**src/sv/sbp_pkg.sv**
```systemverilog
package sbp_pkg;

    // Store geometry: one entry per channel and bin.
    localparam int MAX_BINS    = 4096;
    localparam int CHANNELS    = 2;
    localparam int BIN_W       = 12;
    localparam int STORE_DEPTH = CHANNELS * MAX_BINS;
    localparam int ADDR_W      = $clog2(STORE_DEPTH);

    // Queue between front and back, and the result buffer at the output.
    localparam int Q_DEPTH  = 4;
    localparam int Q_PTR_W  = $clog2(Q_DEPTH);
    localparam int OF_DEPTH = 32;
    localparam int OF_PTR_W = $clog2(OF_DEPTH);

    // Square root and log pipelines.
    localparam int SQRT_STEPS = 32;
    localparam int LOG_STEPS  = 16;

    // 20*log10(2) in Q3.16 applied to a Q5.16 log2, and the 2^24 offset of Q8.24.
    localparam logic [18:0] LOG_K   = 19'd394566;
    localparam logic [40:0] LOG_OFF = 41'd1572864 * 41'd394566;
    localparam logic [40:0] LOG_RND = 41'd8388608;

    typedef enum logic [2:0] {
        CFG_FFT_SIZE_LOG2    = 3'd0,
        CFG_GRAVITY          = 3'd1,
        CFG_SMOOTHING_ENABLE = 3'd2,
        CFG_FAST_PEAKS       = 3'd3,
        CFG_SLOPE_ENABLE     = 3'd4,
        CFG_ROLLOFF_ENABLE   = 3'd5,
        CFG_DB_FLOOR         = 3'd6
    } t_cfg_idx;

    typedef struct packed {
        logic [3:0]         fft_size_log2;
        logic [15:0]        gravity;
        logic               smoothing_enable;
        logic               fast_peaks;
        logic               slope_enable;
        logic               rolloff_enable;
        logic signed [15:0] db_floor;
    } t_cfg;

    typedef struct packed {
        logic             chan;
        logic [BIN_W-1:0] bin;
        logic [23:0]      slope;
        logic [14:0]      roll;
    } t_side;

    typedef struct packed {
        logic [31:0]      mag;
        logic             chan;
        logic [BIN_W-1:0] bin;
        logic [14:0]      roll;
    } t_qitem;

    typedef struct packed {
        logic signed [15:0] level;
        logic               chan;
        logic [BIN_W-1:0]   bin;
    } t_res;

endpackage

```
**src/sv/sbp_queue.sv**
```systemverilog
module sbp_queue
    import sbp_pkg::*;
(
    input  logic   i_clk,
    input  logic   i_rst_n,
    input  logic   i_push,
    input  t_qitem i_item,
    input  logic   i_pop,
    output logic   o_empty,
    output logic   o_full,
    output t_qitem o_item
);

    t_qitem             r_mem [Q_DEPTH];
    logic [Q_PTR_W-1:0] r_wp;
    logic [Q_PTR_W-1:0] r_rp;
    logic [Q_PTR_W:0]   r_cnt;

    assign o_empty = (r_cnt == '0);
    assign o_full  = (r_cnt == (Q_PTR_W+1)'(Q_DEPTH));
    assign o_item  = r_mem[r_rp];

    always_ff @(posedge i_clk) begin
        if (!i_rst_n) begin
            r_wp  <= '0;
            r_rp  <= '0;
            r_cnt <= '0;
        end else begin
            if (i_push) begin
                r_wp <= r_wp + 1'b1;
            end
            if (i_pop) begin
                r_rp <= r_rp + 1'b1;
            end
            r_cnt <= r_cnt + (Q_PTR_W+1)'(i_push) - (Q_PTR_W+1)'(i_pop);
        end
    end

    always_ff @(posedge i_clk) begin
        if (i_push) begin
            r_mem[r_wp] <= i_item;
        end
    end

endmodule

```
**config.mk**
```make
export PLATFORM = sky130hd
export DESIGN_NAME = sbp_queue
export DESIGN_NICKNAME = d
export VERILOG_FILES = /design/src/sv/sbp_pkg.sv /design/src/sv/sbp_queue.sv
export SDC_FILE = /design/constraint.sdc
export NUM_CORES = 1
export LEC_CHECK = 0
export BUFFER_PORTS_ARGS = -buffer_cell sky130_fd_sc_hd__buf_2
export CORE_ASPECT_RATIO = 1.5
export CORE_MARGIN = 1
export CORE_UTILIZATION = 34
export CTS_CLUSTER_SIZE = 12
export DETAILED_ROUTE_END_ITERATION = 6
export PLACE_DENSITY = 0.52
export SLEW_MARGIN = 20
export SYNTH_ARGS = -nofsm -noshare
export SYNTH_HDL_FRONTEND = slang
export SYNTH_SLANG_ARGS = --single-unit
export TNS_END_PERCENT = 5
```
**constraint.sdc**
```tcl
create_clock -name i_clk -period 4.1 [get_ports i_clk]
set_clock_uncertainty 0.05 [all_clocks]
set_input_delay 0.82 -clock i_clk [delete_from_list [all_inputs] [get_ports i_clk]]
set_output_delay 0.82 -clock i_clk [all_outputs]
set_load 0.01 [all_outputs]
```
; Word-level counts from Yosys, hierarchy flattened
; Memory sizes are Yosys's and may differ from the RTL's. A register that Yosys moved wholly into a read port is not among the register bits.
; Index checks and enable logic that the tools add are counted.
; W data, S select, Z words.
[op_classes]
addsub = 4
eq_ne = 1
muxes = 4
n_reduce_logical = 1
[op_table]
columns = cell, n
row1 = $add A2 B1 Y2 const B, 2
row2 = $mux W2, 2
row3 = $add A3 B1 Y3, 1
row4 = $eq A3 B3 Y1 const B, 1
row5 = $logic_not A3 Y1, 1
row6 = $sub A3 B1 Y3, 1
row7 = $mux W1, 2
[word_totals]
ff_bits = 7
ram_bits = 240
input_bits = 64
output_inout_bits = 62
word_cells = 14
n_memories = 1
[mem_list]
columns = name, words, word_bits, read_ports, rd_clocked_by_memory_dff, write_ports, line
row1 = r_mem, 4, 60, 1, 1, 1, sbp_queue.sv:14  ; t_qitem r_mem [Q_DEPTH];

; Longest topological paths before layout
[depth]
ltp_word = 3
ltp_mapped = 7
depth_no_buf = 7

; Worst setup path before layout
; No wires, ideal clock.
[synth_timing]
kind = input to register
from = input i_push
to = memory r_mem[0][0] (netlist name), enable pin
setup_ns = 0.424
arrival_ns = 2.237
required_ns = 3.626
path_slack_ns = 1.389
stages = 1
n_path_buf = 0
cell_sequence = and2_1
[synth_between]
elab_chain_len = 2
[synth_rtl]
columns = element, line
row1 = from (decl), sbp_queue.sv:6  ; input logic i_push,
row2 = $mux W1, sbp_queue.sv:40  ; if (i_push) begin
row3 = $mux W1 (implied by the code), sbp_queue.sv:41  ; r_mem[r_wp] <= i_item;
row4 = to (decl), sbp_queue.sv:14
; No other way between the ends.

==> results.json <==
{
  "power.switching_w": 0.00118,
  "rows": 73,
  "min_path_type": "in2reg",
  "post-layout-total-power_w": 0.00548,
  "startpoint_type": "flop",
  "combinationalPowerShare": 0.095,
  "power.ir.vdd_worst_mv": 0.291,
  "syn_area_per_cell_um2": 25.7,
  "cts.path.max_buffers": 3,
  "timing_hold_violations_final": 0,
  "clock-sinks": 249,
  "power.static_leakage_nw": 3.58,
  "period_needed_ns": 2.98,
  "ys_warn_count": 0,
  "stages_on_the_worst_setup_path": 3,
  "maxSlewHeadroom": 0.324,
  "synth_seq_cells": 249,
  "grt.total_usage": 0.133,
  "drt-pass1-iter-count": 4,
  "crit_path_kind": "reg2out",
  "timing.final.ws_setup_ns": 1.12,
  "grt_remaining_overflow": 0,
  "pre_cts_slack_ns": 1.57,
  "initial_standard_cell_utilization_of_the_core": 0.346,
  "synth_top_cells_by_area": "sky130_fd_sc_hd__edfxtp_1, sky130_fd_sc_hd__mux4_2, sky130_fd_sc_hd__dfxtp_1, sky130_fd_sc_hd__buf_12, sky130_fd_sc_hd__ha_1",
  "timing.final.crit_share": 0.727,
  "synth_flop_cell": "sky130_fd_sc_hd__edfxtp_1",
  "switching_share": 0.216,
  "via_count_of_the_first_global_routing_pass": 4647,
  "worst-endpoint-arrival_ns": 2.11,
  "rsz0062_at_grt": "no",
  "cts-htree-levels": 1,
  "synthDistinctLibCells": 20,
  "synth_async_sr_flop_share": 0,
  "cts_hold_buf": 0,
  "post_synthesis_net_count": 428,
  "slew_viol_final": 0,
  "final-setup-viol-count": 0,
  "layoutNonFillerInstCount": 849,
  "port-buffer-count": 125,
  "wire_per_inst_um": 20.8,
  "drive_above_1_share": 0.431,
  "floorplan.die.height_um": 203,
  "synthDominantAreaCellType": "sky130_fd_sc_hd__edfxtp_1",
  "postRouteWirelength_um": 17600,
  "crit_chain": "buf_12 > mux4_2 > buf_2",
  "core_region_area_um2": 26500,
  "synth_commonest_cells": "sky130_fd_sc_hd__edfxtp_1, sky130_fd_sc_hd__mux4_2, sky130_fd_sc_hd__dfxtp_1, sky130_fd_sc_hd__inv_1",
  "cts_setup_buffers": 0,
  "syn_inst": 357,
  "route.detailed.vias_per_inst": 4.78,
  "cp_num_buf_inv": 2,
  "detailedPlacementHpwl_um": 9870,
  "cts_tree": "built",
  "crit_slowest_cell": "sky130_fd_sc_hd__mux4_2",
  "vias": 4055,
  "synth-edff-count": 240,
  "clock_transition_at_the_register_clock_pins_on_the_worst_setup_and_hold_paths_after_cts_ns": 0.06,
  "reg2reg_depth": 2,
  "holdPathStages": 1,
  "synthToLayoutAreaGrowth_pct": 17.6,
  "drt.antenna.violating_nets": 0,
  "holdWs_ns": 0.474,
  "grt_first_pass_wirelength_um": 27100,
  "critical-path-top-delay-family": "buffers and inverters",
  "gp_routability_congestion": 0.657,
  "power_density_nw_per_um2": 508,
  "antenna_found_initial": 4,
  "cp_data_required_time_ns": 3.23,
  "crit_path_max_fanout": 57,
  "fmaxAchievable_ghz": 0.335,
  "post_cts_gate_resize_count": 0,
  "boundaryPins": 126,
  "clock-root-buffer": "sky130_fd_sc_hd__clkbuf_16",
  "mappedNetlistArea_um2": 9170,
  "power.share.sequential": 0.544,
  "timing.max_cap.violations": 0,
  "full_die_area_um2": 27600,
  "slowest_delay_ns": 0.59,
  "end_kind": "output pin",
  "yosysTopAreaCellShare": 0.786,
  "placed_cells": 806,
  "first_iter_violations": 159,
  "p_clk_frac": 0.362,
  "setup-tns-final_ns": 0,
  "worst-slew-pin-transition_ns": 1.01,
  "worstSkewPairLatency_ns": 0.51,
  "maximum_number_of_pins_on_one_net_before_global_route_repair": 61,
  "die_width_um": 136,
  "nNetsFinal": 567,
  "internal_power_w": 0.00430,
  "synth_sequential_area_ratio": 0.806,
  "drc": 0,
  "status": "finished, final reports clean",
  "n_fill_cell": 2402,
  "synth_most_common_cell": "sky130_fd_sc_hd__edfxtp_1",
  "tritoncts.num_buffers": 25
}
==> kinds of logic after synthesis <==
| kind of cell | Yosys count | synth area share |
|---|---|---|
| compound gates | 2 | 0.00164 |
| xor+xnor | 3 | 0.00450 |
| fa+ha+maj | 7 | 0.0104 |
| buf+inv | 21 | 0.0209 |
| flops | 249 | 0.806 |
| mux | 61 | 0.149 |
| simple gates | 14 | 0.00819 |
==> power by group through the flow <==
stage | logic (W) | registers (W) | clock network, W
3_5_place_dp | 0.000538 | 0.00304 | 0
4_1_cts | 0.000540 | 0.00298 | 0.00204
3_3_place_gp | 0.000528 | 0.00303 | 0
6_report | 0.000519 | 0.00298 | 0.00198
2_1_floorplan | 0.000355 | 0.00300 | 0
5_1_grt | 0.000569 | 0.00299 | 0.00213
==> layout by cell type, fill, tap and decap left out <==
master                      count
sky130_fd_sc_hd__a21bo_2        1
sky130_fd_sc_hd__and3_1         1
sky130_fd_sc_hd__xor3_1         1
sky130_fd_sc_hd__mux2i_1        1
sky130_fd_sc_hd__nand3b_1       1
sky130_fd_sc_hd__diode_2        4
sky130_fd_sc_hd__and2_4         4
sky130_fd_sc_hd__xnor2_1        2
sky130_fd_sc_hd__buf_12         1
sky130_fd_sc_hd__nor3_1         1
sky130_fd_sc_hd__and2_1         2
sky130_fd_sc_hd__mux4_2        60
sky130_fd_sc_hd__dfxtp_1        7
sky130_fd_sc_hd__nor2_1         5
sky130_fd_sc_hd__fa_1           1
sky130_fd_sc_hd__edfxtp_1     240
sky130_fd_sc_hd__dfxtp_4        2
sky130_fd_sc_hd__clkbuf_16     25
sky130_fd_sc_hd__clkbuf_1      13
sky130_fd_sc_hd__inv_1          7
sky130_fd_sc_hd__ha_1           6
sky130_fd_sc_hd__inv_6          1
sky130_fd_sc_hd__a21oi_1        1
sky130_fd_sc_hd__buf_2        125
==> worst register-to-register path, cell delays in order (launching register included) <==
cell and delay [ns]:
sky130_fd_sc_hd__dfxtp_1 0.40, sky130_fd_sc_hd__ha_1 0.18, sky130_fd_sc_hd__and2_4 0.82
==> final timing paths <==
check	slack, ns	endpoint	start
worst min-delay path	0.47	r_mem[0][16]$_DFFE_PP_	i_item[16]
worst min register to register	0.49	flop	r_rp[1]$_SDFFE_PN0P_
worst max-delay path	1.12	o_item[56]	flop
worst max register to register	2.24	r_mem[3][5]$_DFFE_PP_	r_wp[0]$_SDFFE_PN0P_
==> layout make-up <==
cell class | instances | area (um^2) | area share
multi-input cells | 87 | 1600 | 0.148
repair buffers | 126 | 646 | 0.0599
flip-flops and latches | 249 | 7390 | 0.686
diodes | 4 | 10.0 | 0.000929
clock buffers | 38 | 674 | 0.0626
clock inverters | 1 | 8.76 | 0.000813
well taps | 337 | 422 | 0.0391
inverters | 7 | 26.3 | 0.00244
==> sequential cells by signal (all words and copies together), names as in the netlist, named ones only <==
name,flops
r_mem,240
r_cnt,3
r_rp,2
r_wp,2
==> routing by layer <==
metal | wire length, um | global-route usage
met1 | 6680 | 0.155
met2 | 9760 | 0.241
met3 | 790 | 0.0227
met4 | 415 | 0.0524
met5 | 0 | 0
==> metrics by stage <==
stage	util	instance area, um^2
4_1_cts	0.407	10800
6_report	0.407	10800
3_5_place_dp	0.381	10100
2_1_floorplan	-	9170
3_3_place_gp	0.381	10100
5_1_grt	0.407	10800
Note: power is estimated with default switching activity, not from simulation.
